==> config.mk <==
export PLATFORM = sky130hd
export DESIGN_NAME = drive_power_enable_sequencer_unit
export DESIGN_NICKNAME = d
export VERILOG_FILES = /design/src/sv/dpes_pkg.sv /design/src/sv/dpes_rsp_buffer.sv /design/src/sv/drive_power_enable_sequencer_unit.sv
export SDC_FILE = /design/constraint.sdc
export NUM_CORES = 1
export LEC_CHECK = 0
export ABC_CLOCK_PERIOD_IN_PS = 5300
export BUFFER_PORTS_ARGS = -buffer_cell sky130_fd_sc_hd__buf_2
export CAP_MARGIN = 0
export CELL_PAD_IN_SITES_DETAIL_PLACEMENT = 1
export CELL_PAD_IN_SITES_GLOBAL_PLACEMENT = 2
export CORE_ASPECT_RATIO = 1.5
export CORE_UTILIZATION = 37
export CTS_CLUSTER_DIAMETER = 150
export DETAILED_ROUTE_END_ITERATION = 10
export PLACE_DENSITY = 0.78
export SETUP_SLACK_MARGIN = 0.3
export SLEW_MARGIN = 10
export SYNTH_ARGS = -nofsm -noshare
export SYNTH_HDL_FRONTEND = slang
export SYNTH_SLANG_ARGS = --single-unit
==> constraint.sdc <==
create_clock -name clock -period 5.3 [get_ports clock]
set_input_delay 0 -clock clock [delete_from_list [all_inputs] [get_ports clock]]
set_output_delay 0 -clock clock [all_outputs]
set_load 0.01 [all_outputs]
==> src/sv/dpes_pkg.sv <==
`timescale 1ns / 1ps

package dpes_pkg;

   // Register widths fixed by the drive's object dictionary
   localparam int WORD_BITS  = 16;
   localparam int POS_BITS   = 32;
   localparam int TIMER_BITS_DEFAULT = 16;

   // CSR register indexes
   localparam logic [1:0] CSR_STEP_TIMEOUT = 2'd0;
   localparam logic [1:0] CSR_SETTLE       = 2'd1;
   localparam logic [1:0] CSR_FAULT_PULSE  = 2'd2;

   localparam logic [WORD_BITS-1:0] STEP_TIMEOUT_RESET = 16'd2000;
   localparam logic [WORD_BITS-1:0] SETTLE_RESET       = 16'd100;
   localparam logic [WORD_BITS-1:0] FAULT_PULSE_RESET  = 16'd20;

   // Request modes
   localparam logic [1:0] MODE_TICK    = 2'd0;
   localparam logic [1:0] MODE_ENABLE  = 2'd1;
   localparam logic [1:0] MODE_DISABLE = 2'd2;

   // Controlwords
   localparam logic [WORD_BITS-1:0] CW_OFF                  = 16'h0000;
   localparam logic [WORD_BITS-1:0] CW_SHUTDOWN             = 16'h0006;
   localparam logic [WORD_BITS-1:0] CW_SWITCH_ON            = 16'h0007;
   localparam logic [WORD_BITS-1:0] CW_ENABLE_OP            = 16'h000F;
   localparam logic [WORD_BITS-1:0] CW_FAULT_RESET_SHUTDOWN = 16'h0086;
   localparam logic [WORD_BITS-1:0] CW_FINAL                = 16'h001F;

   localparam logic [WORD_BITS-1:0] ERR_CLEARABLE = 16'h2000;

   // Sequence status codes
   localparam logic [2:0] STS_IDLE     = 3'd0;
   localparam logic [2:0] STS_BUSY     = 3'd1;
   localparam logic [2:0] STS_DONE     = 3'd2;
   localparam logic [2:0] STS_REJECTED = 3'd3;
   localparam logic [2:0] STS_TIMEOUT  = 3'd4;

   // Decoded drive states
   localparam logic [3:0] ST_UNKNOWN        = 4'd0;
   localparam logic [3:0] ST_NOT_READY      = 4'd1;
   localparam logic [3:0] ST_DISABLED       = 4'd2;
   localparam logic [3:0] ST_READY          = 4'd3;
   localparam logic [3:0] ST_ON             = 4'd4;
   localparam logic [3:0] ST_ENABLED        = 4'd5;
   localparam logic [3:0] ST_QUICKSTOP      = 4'd6;
   localparam logic [3:0] ST_FAULT_REACTION = 4'd7;
   localparam logic [3:0] ST_FAULT          = 4'd8;

   localparam logic [WORD_BITS-1:0] SW_MASK_WIDE   = 16'h006F;
   localparam logic [WORD_BITS-1:0] SW_MASK_NARROW = 16'h004F;
   localparam int SW_FAULT_BIT = 3;

   typedef struct packed {
      logic [1:0]                  mode;
      logic [WORD_BITS-1:0]        status_word;
      logic [WORD_BITS-1:0]        drive_error_code;
      logic signed [POS_BITS-1:0]  actual_position;
   } req_type;

   typedef struct packed {
      logic [WORD_BITS-1:0]        control_word;
      logic                        target_write;
      logic signed [POS_BITS-1:0]  target_position;
      logic [2:0]                  sequence_status;
      logic [3:0]                  decoded_state;
      logic                        fault_seen;
   } rsp_type;

   function automatic logic [3:0] decode_state(input logic [WORD_BITS-1:0] sw);
      logic [WORD_BITS-1:0] wide;
      logic [WORD_BITS-1:0] narrow;
      logic [3:0]           st;
      wide   = sw & SW_MASK_WIDE;
      narrow = sw & SW_MASK_NARROW;
      if (wide == 16'h0021) st = ST_READY;
      else if (wide == 16'h0023) st = ST_ON;
      else if (wide == 16'h0027) st = ST_ENABLED;
      else if (wide == 16'h0007) st = ST_QUICKSTOP;
      else if (narrow == 16'h0000) st = ST_NOT_READY;
      else if (narrow == 16'h0040) st = ST_DISABLED;
      else if (narrow == 16'h000F) st = ST_FAULT_REACTION;
      else if (narrow == 16'h0008) st = ST_FAULT;
      else st = ST_UNKNOWN;
      return st;
   endfunction

endpackage

==> src/sv/dpes_rsp_buffer.sv <==
`timescale 1ns / 1ps

module dpes_rsp_buffer
   import dpes_pkg::*;
(
   input  logic    clock,
   input  logic    reset,
   input  logic    push,
   input  rsp_type push_data,
   output logic    full,
   output logic    rsp_valid,
   input  logic    rsp_stall,
   output rsp_type rsp_data
);

   logic    out_valid_ff;
   logic    out_valid_in;
   rsp_type out_data_ff;
   rsp_type out_data_in;
   logic    skid_valid_ff;
   logic    skid_valid_in;
   rsp_type skid_data_ff;
   rsp_type skid_data_in;
   logic    out_free;

   // output slot can take a new transaction this cycle
   assign out_free = !out_valid_ff || !rsp_stall;

   always_comb begin
      out_valid_in  = out_valid_ff;
      out_data_in   = out_data_ff;
      skid_valid_in = skid_valid_ff;
      skid_data_in  = skid_data_ff;
      if (out_free) begin
         if (skid_valid_ff) begin
            out_valid_in  = 1'b1;
            out_data_in   = skid_data_ff;
            skid_valid_in = 1'b0;
         end else if (push) begin
            out_valid_in = 1'b1;
            out_data_in  = push_data;
         end else begin
            out_valid_in = 1'b0;
         end
      end else if (push) begin
         // hold the stalled result, park the new one
         skid_valid_in = 1'b1;
         skid_data_in  = push_data;
      end
   end

   always_ff @(posedge clock) begin
      if (reset) begin
         out_valid_ff  <= 1'b0;
         skid_valid_ff <= 1'b0;
      end else begin
         out_valid_ff  <= out_valid_in;
         skid_valid_ff <= skid_valid_in;
      end
      out_data_ff  <= out_data_in;
      skid_data_ff <= skid_data_in;
   end

   assign full      = skid_valid_ff;
   assign rsp_valid = out_valid_ff;
   assign rsp_data  = out_data_ff;

endmodule

==> src/sv/drive_power_enable_sequencer_unit.sv <==
`timescale 1ns / 1ps
// Each accepted request's result is registered in the result buffer. One request
// per cycle while req_stall is low; the whole sequencer step is one pass of
// logic from the request port and state registers into the result register.
// A two-entry result buffer keeps requests flowing while a result is stalled.
// Reset (synchronous, active high): sequence idle, timer zero, controlword 0,
// CSRs to 2000 / 100 / 20 ticks, result buffer empty.

module drive_power_enable_sequencer_unit
   import dpes_pkg::*;
#(
   parameter int TIMER_BITS = TIMER_BITS_DEFAULT
) (
   input  logic                 clock,
   input  logic                 reset,
   input  logic                 req_valid,
   output logic                 req_stall,
   input  req_type              req_data,
   output logic                 rsp_valid,
   input  logic                 rsp_stall,
   output rsp_type              rsp_data,
   input  logic                 csr_valid,
   output logic                 csr_ready,
   input  logic [1:0]           csr_index,
   input  logic [WORD_BITS-1:0] csr_data
);

   localparam int CMP_BITS = (TIMER_BITS > WORD_BITS) ? TIMER_BITS : WORD_BITS;

   localparam logic [3:0] PH_IDLE         = 4'd0;
   localparam logic [3:0] PH_P1_HI        = 4'd1;
   localparam logic [3:0] PH_P1_LO        = 4'd2;
   localparam logic [3:0] PH_P2_HI        = 4'd3;
   localparam logic [3:0] PH_P2_LO        = 4'd4;
   localparam logic [3:0] PH_SETTLE1      = 4'd5;
   localparam logic [3:0] PH_WAIT_READY   = 4'd6;
   localparam logic [3:0] PH_WAIT_ON      = 4'd7;
   localparam logic [3:0] PH_WAIT_ENABLED = 4'd8;
   localparam logic [3:0] PH_SETTLE2      = 4'd9;

   logic [WORD_BITS-1:0]  step_timeout_ff;
   logic [WORD_BITS-1:0]  settle_ff;
   logic [WORD_BITS-1:0]  fault_pulse_ff;
   logic [3:0]            phase_ff;
   logic [3:0]            phase_in;
   logic [TIMER_BITS-1:0] timer_ff;
   logic [TIMER_BITS-1:0] timer_in;
   logic [WORD_BITS-1:0]  control_ff;
   logic [WORD_BITS-1:0]  control_in;

   logic                  req_accept;
   logic [3:0]            st;
   logic                  fault;
   logic                  wrote;
   logic [2:0]            status;
   logic [WORD_BITS-1:0]  limit;
   logic [TIMER_BITS-1:0] timer_inc;
   logic                  timer_done;
   rsp_type               result;
   logic                  buf_full;

   assign csr_ready = 1'b1;

   always_ff @(posedge clock) begin
      if (reset) begin
         step_timeout_ff <= STEP_TIMEOUT_RESET;
         settle_ff       <= SETTLE_RESET;
         fault_pulse_ff  <= FAULT_PULSE_RESET;
      end else if (csr_valid && csr_ready) begin
         if (csr_index == CSR_STEP_TIMEOUT) step_timeout_ff <= csr_data;
         if (csr_index == CSR_SETTLE)       settle_ff       <= csr_data;
         if (csr_index == CSR_FAULT_PULSE)  fault_pulse_ff  <= csr_data;
      end
   end

   assign req_stall  = buf_full;
   assign req_accept = req_valid && !req_stall;

   assign st    = decode_state(req_data.status_word);
   assign fault = req_data.status_word[SW_FAULT_BIT];

   // pick the hold limit for the current phase
   always_comb begin
      unique case (phase_ff)
         PH_P1_HI, PH_P1_LO, PH_P2_HI, PH_P2_LO: limit = fault_pulse_ff;
         PH_SETTLE1, PH_SETTLE2:                 limit = settle_ff;
         default:                                limit = step_timeout_ff;
      endcase
   end

   // saturating count; a limit above the timer range ends at saturation
   assign timer_inc  = (&timer_ff) ? timer_ff : timer_ff + 1'b1;
   assign timer_done = (CMP_BITS'(timer_inc) >= CMP_BITS'(limit)) || (&timer_inc);

   always_comb begin
      phase_in   = phase_ff;
      timer_in   = timer_ff;
      control_in = control_ff;
      wrote      = 1'b0;
      status     = STS_IDLE;
      if (req_data.mode == MODE_DISABLE) begin
         if (st == ST_ENABLED) control_in = CW_SHUTDOWN;
         phase_in = PH_IDLE;
         timer_in = '0;
      end else begin
         unique case (phase_ff)
            PH_IDLE: begin
               if (req_data.mode == MODE_ENABLE) begin
                  status = STS_BUSY;
                  timer_in = '0;
                  if (fault) begin
                     control_in = CW_FAULT_RESET_SHUTDOWN;
                     phase_in = (req_data.drive_error_code == ERR_CLEARABLE) ?
                                PH_P1_HI : PH_P2_HI;
                  end else if (st == ST_ENABLED) begin
                     status = STS_REJECTED;
                  end else begin
                     wrote    = 1'b1;
                     phase_in = PH_SETTLE1;
                  end
               end
            end
            PH_P1_HI, PH_P2_HI: begin
               status   = STS_BUSY;
               timer_in = timer_inc;
               if (timer_done) begin
                  phase_in   = phase_ff + 4'd1;
                  control_in = CW_SHUTDOWN;
                  timer_in   = '0;
               end
            end
            PH_P1_LO, PH_P2_LO: begin
               status   = STS_BUSY;
               timer_in = timer_inc;
               if (timer_done) begin
                  timer_in = '0;
                  if (fault && phase_ff == PH_P1_LO) begin
                     phase_in   = PH_P2_HI;
                     control_in = CW_FAULT_RESET_SHUTDOWN;
                  end else if (fault || st == ST_ENABLED) begin
                     phase_in = PH_IDLE;
                     status   = STS_REJECTED;
                  end else begin
                     wrote    = 1'b1;
                     phase_in = PH_SETTLE1;
                  end
               end
            end
            PH_SETTLE1: begin
               status   = STS_BUSY;
               timer_in = timer_inc;
               if (timer_done) begin
                  phase_in   = PH_WAIT_READY;
                  control_in = CW_SHUTDOWN;
                  timer_in   = '0;
               end
            end
            PH_WAIT_READY, PH_WAIT_ON, PH_WAIT_ENABLED: begin
               status = STS_BUSY;
               if ((phase_ff == PH_WAIT_READY && st == ST_READY) ||
                   (phase_ff == PH_WAIT_ON && st == ST_ON) ||
                   (phase_ff == PH_WAIT_ENABLED && st == ST_ENABLED)) begin
                  phase_in = phase_ff + 4'd1;
                  timer_in = '0;
                  unique case (phase_ff)
                     PH_WAIT_READY: control_in = CW_SWITCH_ON;
                     PH_WAIT_ON:    control_in = CW_ENABLE_OP;
                     default:       control_in = CW_FINAL;
                  endcase
               end else if (timer_done) begin
                  phase_in = PH_IDLE;
                  timer_in = '0;
                  status   = STS_TIMEOUT;
               end else begin
                  timer_in = timer_inc;
               end
            end
            PH_SETTLE2: begin
               status   = STS_BUSY;
               timer_in = timer_inc;
               if (timer_done) begin
                  phase_in = PH_IDLE;
                  timer_in = '0;
                  status   = STS_DONE;
               end
            end
            default: begin
               phase_in = PH_IDLE;
               timer_in = '0;
            end
         endcase
      end
   end

   always_ff @(posedge clock) begin
      if (reset) begin
         phase_ff   <= PH_IDLE;
         timer_ff   <= '0;
         control_ff <= CW_OFF;
      end else if (req_accept) begin
         phase_ff   <= phase_in;
         timer_ff   <= timer_in;
         control_ff <= control_in;
      end
   end

   always_comb begin
      result.control_word    = control_in;
      result.target_write    = wrote;
      result.target_position = wrote ? req_data.actual_position : '0;
      result.sequence_status = status;
      result.decoded_state   = st;
      result.fault_seen      = fault;
   end

   dpes_rsp_buffer u_rsp_buffer (
      .clock     (clock),
      .reset     (reset),
      .push      (req_accept),
      .push_data (result),
      .full      (buf_full),
      .rsp_valid (rsp_valid),
      .rsp_stall (rsp_stall),
      .rsp_data  (rsp_data)
   );

   // the timer only runs inside a sequence
   a_idle_timer_clear: assert property (@(posedge clock) disable iff (reset)
      phase_ff == PH_IDLE |-> timer_ff == '0)
      else $error("timer running while idle");

   a_disable_aborts: assert property (@(posedge clock) disable iff (reset)
      req_accept && req_data.mode == MODE_DISABLE |=> phase_ff == PH_IDLE)
      else $error("disable did not abort the sequence");

   a_copy_enters_settle: assert property (@(posedge clock) disable iff (reset)
      req_accept && result.target_write |=> phase_ff == PH_SETTLE1)
      else $error("position copy without settle phase");

   a_status_done_from_settle: assert property (@(posedge clock) disable iff (reset)
      req_accept && result.sequence_status == STS_DONE |-> phase_ff == PH_SETTLE2)
      else $error("enable finished outside final settle");

endmodule
==> results of run 1 <==
[through the flow]
| step | hold WS [ps] | instance area [um2] | worst slack (ps) | util [%] |
|---|---|---|---|---|
| final | 59.89 | 11860 | 649.3 | 45.85 |
| after global routing | 70.60 | 11860 | 322.1 | 45.85 |
| after CTS | 42.21 | 11840 | 425.1 | 45.79 |
| after detailed placement | 252.5 | 10720 | 462.9 | 41.45 |
| after global placement | 246.5 | 10720 | 527.3 | 41.45 |
| after floorplan | 98.87 | 9763 | 1022 | - |
[worst paths after layout]
path / slack [ps] / depth (start not counted) / start / end
setup reg to reg: 650 / 17 / phase_ff[0] / u_rsp_buffer.rsp_data[7]
setup / recovery: 650 / 17 / phase_ff[0] / u_rsp_buffer.rsp_data[7]
hold / removal: 60 / 3 / req_data[50] / u_rsp_buffer.skid_data_ff[3]
hold reg to reg: 450 / 1 / control_ff[4] / control_ff[4]
[sequential cells by signal, summed over array words and instances (netlist names)]
register / count
phase_ff: 4
settle_ff: 16
step_timeout_ff: 16
u_rsp_buffer.rsp_valid: 1
control_ff: 16
fault_pulse_ff: 16
u_rsp_buffer.full: 1
u_rsp_buffer.skid_data_ff: 57
u_rsp_buffer.rsp_data: 57
timer_ff: 16
[power by group]
group	internal [uW]	leakage [uW]	switching (uW)
Combinational	291	0.00258	498
Sequential	1720	0.00180	33.7
Clock	705	0.000269	604
Total	2720	0.00465	1140
[what timing repair did]
item / CTS / global route
gates resized for setup: 0 / 3
hold endpoints to repair: 129 / 0
endpoints found under the setup margin: 0 / 19
hold buffers: 54 / 0
[critical path, delay by kind of cell (launching register included)]
kind / cells / cell delay, ps
AO/OA/AOI/OAI: 7 / 1670
adder cells (fa/ha/maj): 2 / 610
buffers and inverters: 3 / 590
flip-flops: 1 / 410
multiplexers: 1 / 300
AND/OR/NAND/NOR: 4 / 820
[layout make-up]
type / instances / area, um2 / share of cell area, %
clock buffers: 21 / 440.4 / 3.715
clock inverters: 11 / 141.4 / 1.193
inverters: 16 / 60.06 / 0.5066
multi-input cells: 670 / 4315 / 36.40
flip-flops and latches: 200 / 5146 / 43.41
well taps: 333 / 416.7 / 3.515
repair buffers: 203 / 1335 / 11.26
[cell families (layout without fill, tap and decap cells)]
| kind of cell | after synthesis | count (layout) |
|---|---|---|
| AND/OR/NAND/NOR | 407 | 407 |
| AO/OA/AOI/OAI | 220 | 220 |
| flip-flops | 200 | 200 |
| buffers and inverters | 77 | 251 |
| adder cells (fa/ha/maj) | 23 | 23 |
| multiplexers | 11 | 11 |
| XOR/XNOR | 8 | 8 |
| other | 1 | 1 |
[routing by layer]
layer / vias up / track usage (%) / routed length, um / share of wire, %
met2: 131 / 38.99 / 14580 / 54
met3: 31 / 3.056 / 716 / 2.7
li1: 3813 / - / - / -
met5: - / 0 / 0 / 0
met4: 0 / 7.464 / 550 / 2.1
met1: 3844 / 21.65 / 10960 / 41
[cell usage after synthesis (6+ instances only)]
library cell | count | area, um2
o21ai_0 | 13 | 65.06
nand3b_1 | 15 | 112.6
and2_1 | 77 | 481.7
inv_1 | 15 | 56.30
nor3_1 | 12 | 60.06
a21oi_1 | 64 | 320.3
nand3_1 | 16 | 80.08
nand4_1 | 12 | 75.07
mux2_2 | 8 | 90.09
edfxtp_1 | 114 | 3423
clkbuf_1 | 43 | 161.4
a21o_1 | 8 | 60.06
a31o_2 | 33 | 289.0
a31oi_1 | 11 | 68.82
a222oi_1 | 16 | 160.2
dfxtp_1 | 86 | 1722
and3_1 | 7 | 43.79
nand2_1 | 157 | 589.3
buf_2 | 9 | 45.04
a32oi_1 | 17 | 148.9
nor2b_1 | 6 | 37.54
ha_1 | 23 | 287.8
o31ai_1 | 6 | 45.04
nor2_1 | 61 | 229.0
o31ai_2 | 9 | 112.6
==> metrics.log, run 1 <==
[metrics] status: finished clean
[metrics] cell leakage power: 0.004652 uW
[metrics] first-pass detailed-route iteration total: 7
[metrics] compound-gate portion of the synthesized area: 17.26%
[metrics] final critical-path required period: 4651 ps
[metrics] power density over the cells: 324.8 nW/um2
[metrics] Max Clock Skew: 13.06 ps
[metrics] Critical Path, Cell by Cell: inv_1 > ha_1 > or3_1 > a21oi_1 > nor2_1 > nor2_1 > buf_12 > a222oi_1 > ha_1 > a2111oi_0 > o21ai_0 > a221oi_2 > o21ai_0 > a31oi_4 > buf_6 > nor3_1 > mux2_2
[metrics] buffers added on ports: 137
[metrics] syn_nets: 1059
[metrics] post-DR wirelength/cell: 18.44 um
[metrics] area added between synthesis and finish: 21.43%
[metrics] final setup violating endpoints: 0
[metrics] via count of the first global-routing pass: 8170
[metrics] vertical die dimension: 200.9 um
[metrics] placeable core area: 25850 um2
[metrics] number of cells in the finished layout apart from fillers: 1454
[metrics] sink count of the clock tree: 200
[metrics] critical path's largest stage delay: 410 ps
[metrics] CP max FO: 25
[metrics] path class of the lowest-slack min-delay path: input pin to register
[metrics] initial DRC count: 378
[metrics] Crit-path slowest cell: dfxtp_1
[metrics] post-synthesis average cell area: 10.31 um2
[metrics] Vias/cell: 5.378
[metrics] GRT Total Usage: 20.23%
[metrics] maximum vdd ir drop: 234.5 uV
[metrics] highest attainable clock frequency: 0.2150 GHz
[metrics] Cells after Synth: 947
[metrics] CTS HTree Levels: 4
[metrics] clock-pin slew reported for the worst setup and hold paths after clock tree synthesis: 70 ps
[metrics] data arrival time of the critical path: 4850 ps
[metrics] die width: 134.6 um
[metrics] count of maximum capacitance violations: 0
[metrics] Setup crit end kind: register
[metrics] yosys warns: 0
[metrics] total negative slack for setup checks: 0 ps
[metrics] floorplan die area: 27050 um2
[metrics] net count reported at finish: 1220
[metrics] flip-flop and latch count after synthesis: 200
[metrics] ratio of final minimum period to clock period: 87.75%
[metrics] synthesized-area fraction occupied by and/or/nand/nor cells: 21.53%
[metrics] main combinational cell family by area after synthesis: simple AND/OR/NAND/NOR gates
[metrics] area share of fa/ha/maj cells after synthesis: 2.948%
[metrics] clock insertion delay at the later pin of the skew report: 450 ps
[metrics] first-pass GRT wire length: 42680 um
[metrics] slew at the pin closest to its max-slew limit: 924.1 ps
[metrics] post-synthesis instance area: 9763 um2
[metrics] critical path class: register to register
[metrics] Routability Congestion: 0.8274
[metrics] Antenna Diode Count: 0
[metrics] Post-CTS Setup Repair Bufs: 0
[metrics] GRT Residual Overflow: 0
[metrics] post-synthesis cell type count: 81
[metrics] Initial Util: 37.76%
[metrics] number of rows in the core area: 72
[metrics] final-layout fill cell count: 2941
[metrics] critical path data required time: 5500 ps
[metrics] relative max-transition margin: 38.39%
[metrics] total placed cells including tap cells: 1368
[metrics] clock buffer count from CTS: 17
[metrics] TritonCTS clock tree: built
[metrics] pin count of the biggest net entering global routing: 79
[metrics] flip-flop cell with the highest count after synthesis: edfxtp_1
[metrics] most frequent standard cell in the layout excluding fill and tap cells: nand2_1
[metrics] final count of hold timing violations: 0
[metrics] overall power: 3851 uW
[metrics] post-detail-place hpwl: 17890 um
[metrics] cell at the root of the clock tree: clkbuf_16
[metrics] top library cells by usage in the layout, fill and taps aside: nand2_1 (157), buf_2 (136), edfxtp_1 (114)
[metrics] Final Slew Violations: 0
[metrics] routed wire length: 26810 um
[metrics] overall via count from detail_route: 7819
[metrics] unrepaired setup endpoints after global routing: no
[metrics] proportion of layout cells with a drive suffix above 1: 23.28%
[metrics] Post-synth EDFFs: 114
[metrics] Antenna Nets Post-Route: 0
[metrics] top-level port count: 149
[metrics] DRC violation count after routing: 0
[metrics] fraction of synthesis flops using an asynchronous set or reset pin: 0%
[metrics] fraction of synthesized cell area in xor and xnor cells: 0.7946%
[metrics] mux share of post-synthesis cell area: 1.230%
[metrics] kind of start point of the critical path: register
[metrics] number of antenna violations at the first check in global routing: 0
[metrics] share of synthesized area occupied by flip-flops and latches: 52.70%
[metrics] worst-case clock buffer depth: 2
Note: power is estimated with default switching activity, not from simulation.
==> run 2, diff against run 1 <==
--- a/config.mk
+++ b/config.mk
@@ -14,9 +14,10 @@
 export CORE_UTILIZATION = 37
 export CTS_CLUSTER_DIAMETER = 150
 export DETAILED_ROUTE_END_ITERATION = 10
-export PLACE_DENSITY = 0.78
+export PLACE_DENSITY = 0.77
 export SETUP_SLACK_MARGIN = 0.3
 export SLEW_MARGIN = 10
 export SYNTH_ARGS = -nofsm -noshare
 export SYNTH_HDL_FRONTEND = slang
+export SYNTH_HIERARCHICAL = 1
 export SYNTH_SLANG_ARGS = --single-unit
==> metrics.log, run 2 <==
[metrics] Setup crit end kind: register
[metrics] buffers added on ports: 137 (unchanged)
[metrics] floorplan die area: 26650 um2 (-1.5%)
[metrics] Crit-path slowest cell: or4_1
[metrics] final cell area excluding filler cells: 11750 um2 (-0.93%)
[metrics] vertical die dimension: 199.5 um (-0.74%)
[metrics] worst-case clock buffer depth: 2 (unchanged)
[metrics] pin count of the biggest net entering global routing: 74 (-6.3%)
[metrics] sink count of the clock tree: 200 (unchanged)
[metrics] Final Slew Violations: 0 (unchanged)
[metrics] dominant cell by count in the synthesized netlist: nand2_1
[metrics] net count reported at finish: 1177 (-3.5%)
[metrics] cell area reported after detailed placement: 10600 um2 (-1.1%)
[metrics] Cells after Synth: 894 (-5.6%)
[metrics] post-synthesis instance area: 9617 um2 (-1.5%)
[metrics] post-DR wirelength/cell: 18.35 um (-0.50%)
[metrics] top post-synthesis cells by count: nand2_1 (127), edfxtp_1 (114), dfxtp_1 (86)
[metrics] Routability Congestion: 0.8420 (+1.8%)
[metrics] cell leakage power: 0.004591 uW (-1.3%)
[metrics] relative max-transition margin: 25.98% (-12 points)
[metrics] CTS HTree Levels: 4 (unchanged)
[metrics] proportion of layout cells with a drive suffix above 1: 25.32% (+2.0 points)
[metrics] yosys warns: 6 (+6)
[metrics] biggest area consumer among synthesized cells: edfxtp_1
[metrics] clock-pin slew reported for the worst setup and hold paths after clock tree synthesis: 80 ps (about the same)
[metrics] CP max FO: 34 (+36%)
[metrics] via count of the first global-routing pass: 7928 (-3.0%)
[metrics] first-pass GRT wire length: 41930 um (-1.7%)
[metrics] fraction of synthesis flops using an asynchronous set or reset pin: 0% (unchanged)
[metrics] clock insertion delay at the later pin of the skew report: 440 ps (about the same)
[metrics] count of maximum capacitance violations: 0 (unchanged)
[metrics] initial DRC count: 291 (-23%)
[metrics] Initial Util: 37.98% (+0.22 points)
[metrics] post-detail-place hpwl: 17720 um (-0.93%)
[metrics] syn_nets: 1006 (-5.0%)
[metrics] final setup violating endpoints: 0 (unchanged)
[metrics] critical path's largest stage delay: 560 ps (+150 ps)
[metrics] GRT Total Usage: 20.18% (-0.050 points)
[metrics] cell at the root of the clock tree: clkbuf_16
[metrics] area share of the largest cell type after synthesis: 35.60% (+0.53 points)
[metrics] area added between synthesis and finish: 22.13%
[metrics] critical path class: register to register
[metrics] routed wire length: 25800 um (-3.8%)
[metrics] first-pass detailed-route iteration total: 4 (-3)
[metrics] path class of the lowest-slack min-delay path: input pin to register
[metrics] post-synthesis average cell area: 10.76 um2 (+4.3%)
[metrics] post-synthesis cell type count: 78 (-3.7%)
[metrics] overall via count from detail_route: 7490 (-4.2%)
[metrics] DRC violation count after routing: 0 (unchanged)
[metrics] kind of cell adding the most delay to the critical path: simple AND/OR/NAND/NOR gates
[metrics] maximum vdd ir drop: 230.6 uV (-1.7%)
[metrics] Max Clock Skew: 11.73 ps (-1.338 ps)
[metrics] ratio of final minimum period to clock period: 88.52% (+0.77 points)
[metrics] kind of start point of the critical path: register
[metrics] flip-flop cell with the highest count after synthesis: edfxtp_1
[metrics] share of synthesized area occupied by flip-flops and latches: 53.50% (+0.80 points)
[metrics] Antenna Diode Count: 0 (unchanged)
[metrics] placeable core area: 25320 um2 (-2.1%)
[metrics] total negative slack for setup checks: 0 ps (unchanged)
[metrics] clock buffer count from CTS: 17 (unchanged)
[metrics] power density over the cells: 326.6 nW/um2 (+0.54%)
[metrics] final critical-path required period: 4691 ps (+40.73 ps)
[metrics] Vias/cell: 5.327 (-0.94%)
[metrics] die width: 133.6 um (-0.74%)
[metrics] highest attainable clock frequency: 0.2132 GHz (-0.87%)
[metrics] most frequent standard cell in the layout excluding fill and tap cells: buf_2
[metrics] flip-flop and latch count after synthesis: 200 (unchanged)
[metrics] status: finished clean
[metrics] TritonCTS clock tree: built
[metrics] crit path buf inv count: 3 (unchanged)
[metrics] top library cells by usage in the layout, fill and taps aside: buf_2 (137), nand2_1 (127), edfxtp_1 (114)
[metrics] critical path data required time: 5600 ps (+100 ps)
[metrics] data arrival time of the critical path: 5000 ps (+150 ps)
[metrics] unrepaired setup endpoints after global routing: no
[metrics] GRT Residual Overflow: 0 (unchanged)
[metrics] Post-synth EDFFs: 114 (unchanged)
[metrics] Antenna Nets Post-Route: 0 (unchanged)
[metrics] Critical Path, Cell by Cell: ha_2 > nand3_2 > nor4_1 > buf_4 > mux2_2 > ha_1 > o21ai_0 > o21ai_0 > a2111oi_0 > or4_1 > nand2_1 > buf_4 > o21ai_2 > a2111oi_4 > buf_12 > and2_1 > mux2_2
[metrics] number of rows in the core area: 71 (-1.4%)
[metrics] number of antenna violations at the first check in global routing: 0 (unchanged)
[metrics] hold_ws: 15.03 ps (-44.86 ps)
[metrics] leading post-synthesis cells by cell area: edfxtp_1 (36%), dfxtp_1 (18%), nand2_1 (5.0%)
[metrics] top-level port count: 149 (unchanged)
[metrics] slew at the pin closest to its max-slew limit: 1108 ps (+183.8 ps)
[metrics] final count of hold timing violations: 0 (unchanged)
==> run 2: path summary, 6_finish.rpt <==
kind                           start                        end  slack, ps  cells after the start
setup reg to reg         timer_ff[1]  u_rsp_buffer/rsp_data[29]        610                     17
hold / removal             req_valid              control_ff[0]         20                      4
hold reg to reg   fault_pulse_ff[13]         fault_pulse_ff[13]        460                      2
setup / recovery         timer_ff[1]  u_rsp_buffer/rsp_data[29]        610                     17
==> run 2: stage by stage <==
stage          cells  total power (uW)  util, %  worst slack, ps
2_1_floorplan    894              2238        -            722.5
3_3_place_gp    1322              2490    41.88            471.9
3_5_place_dp    1322              2500    41.88            377.7
4_1_cts         1405              3878    46.29            402.0
5_1_grt         1406              4010    46.39            279.5
6_report        1406              3835    46.39            608.5
==> run 2: final cells by class <==
type                    instances  area [um2]
fillers                      2848       13570
flip-flops and latches        200        5150
multi-input cells             626        4182
repair buffers                207        1351
clock buffers                  17       425.4
well taps                     328       410.4
clock inverters                15       177.7
inverters                      13       48.80
==> run 2: cells by family (layout without fill, tap and decap cells) <==
| family | count (synthesis) | count (layout) | share of synthesized area [%] |
|---|---|---|---|
| compound gates | 193 | 193 | 13.18 |
| xor+xnor | 7 | 7 | 0.6375 |
| fa+ha+maj | 23 | 23 | 2.992 |
| buf+inv | 68 | 252 | 3.370 |
| flops | 200 | 200 | 53.50 |
| mux | 61 | 61 | 7.871 |
| other cells | 1 | 1 | 0.03899 |
| simple gates | 341 | 341 | 18.41 |
==> run 2: timing repair <==
| action | CTS | global route |
|---|---|---|
| pin swaps | 0 | 1 |
| setup buffers | 0 | 1 |
| endpoints found under the hold margin | 105 | 0 |
| hold buffers | 51 | 0 |
| setup endpoints to repair | 2 | 83 |
| gates resized for setup | 1 | 6 |
==> run 2: worst min-delay path, cell delays in order <==
cell      delay [ps]
buf_2             70
nand2b_1         140
nand3_1          120
o41ai_1           60
==> run 2: where the power goes <==
group          switching, uW  internal [uW]  leakage (uW)
combinational            465            287       0.00252
sequential              34.8           1720       0.00178
clock                    652            677      0.000288
==> run 2: layer usage <==
metal | up-vias | GRT usage (%) | part of all wire, % | routed length, um
met5 | - | 0 | 0 | 0
met4 | 0 | 6.860 | 2.3 | 582
met3 | 33 | 3.450 | 3.0 | 783
met2 | 147 | 38.43 | 53 | 13780
met1 | 3671 | 22.36 | 41 | 10650
li1 | 3639 | - | - | -
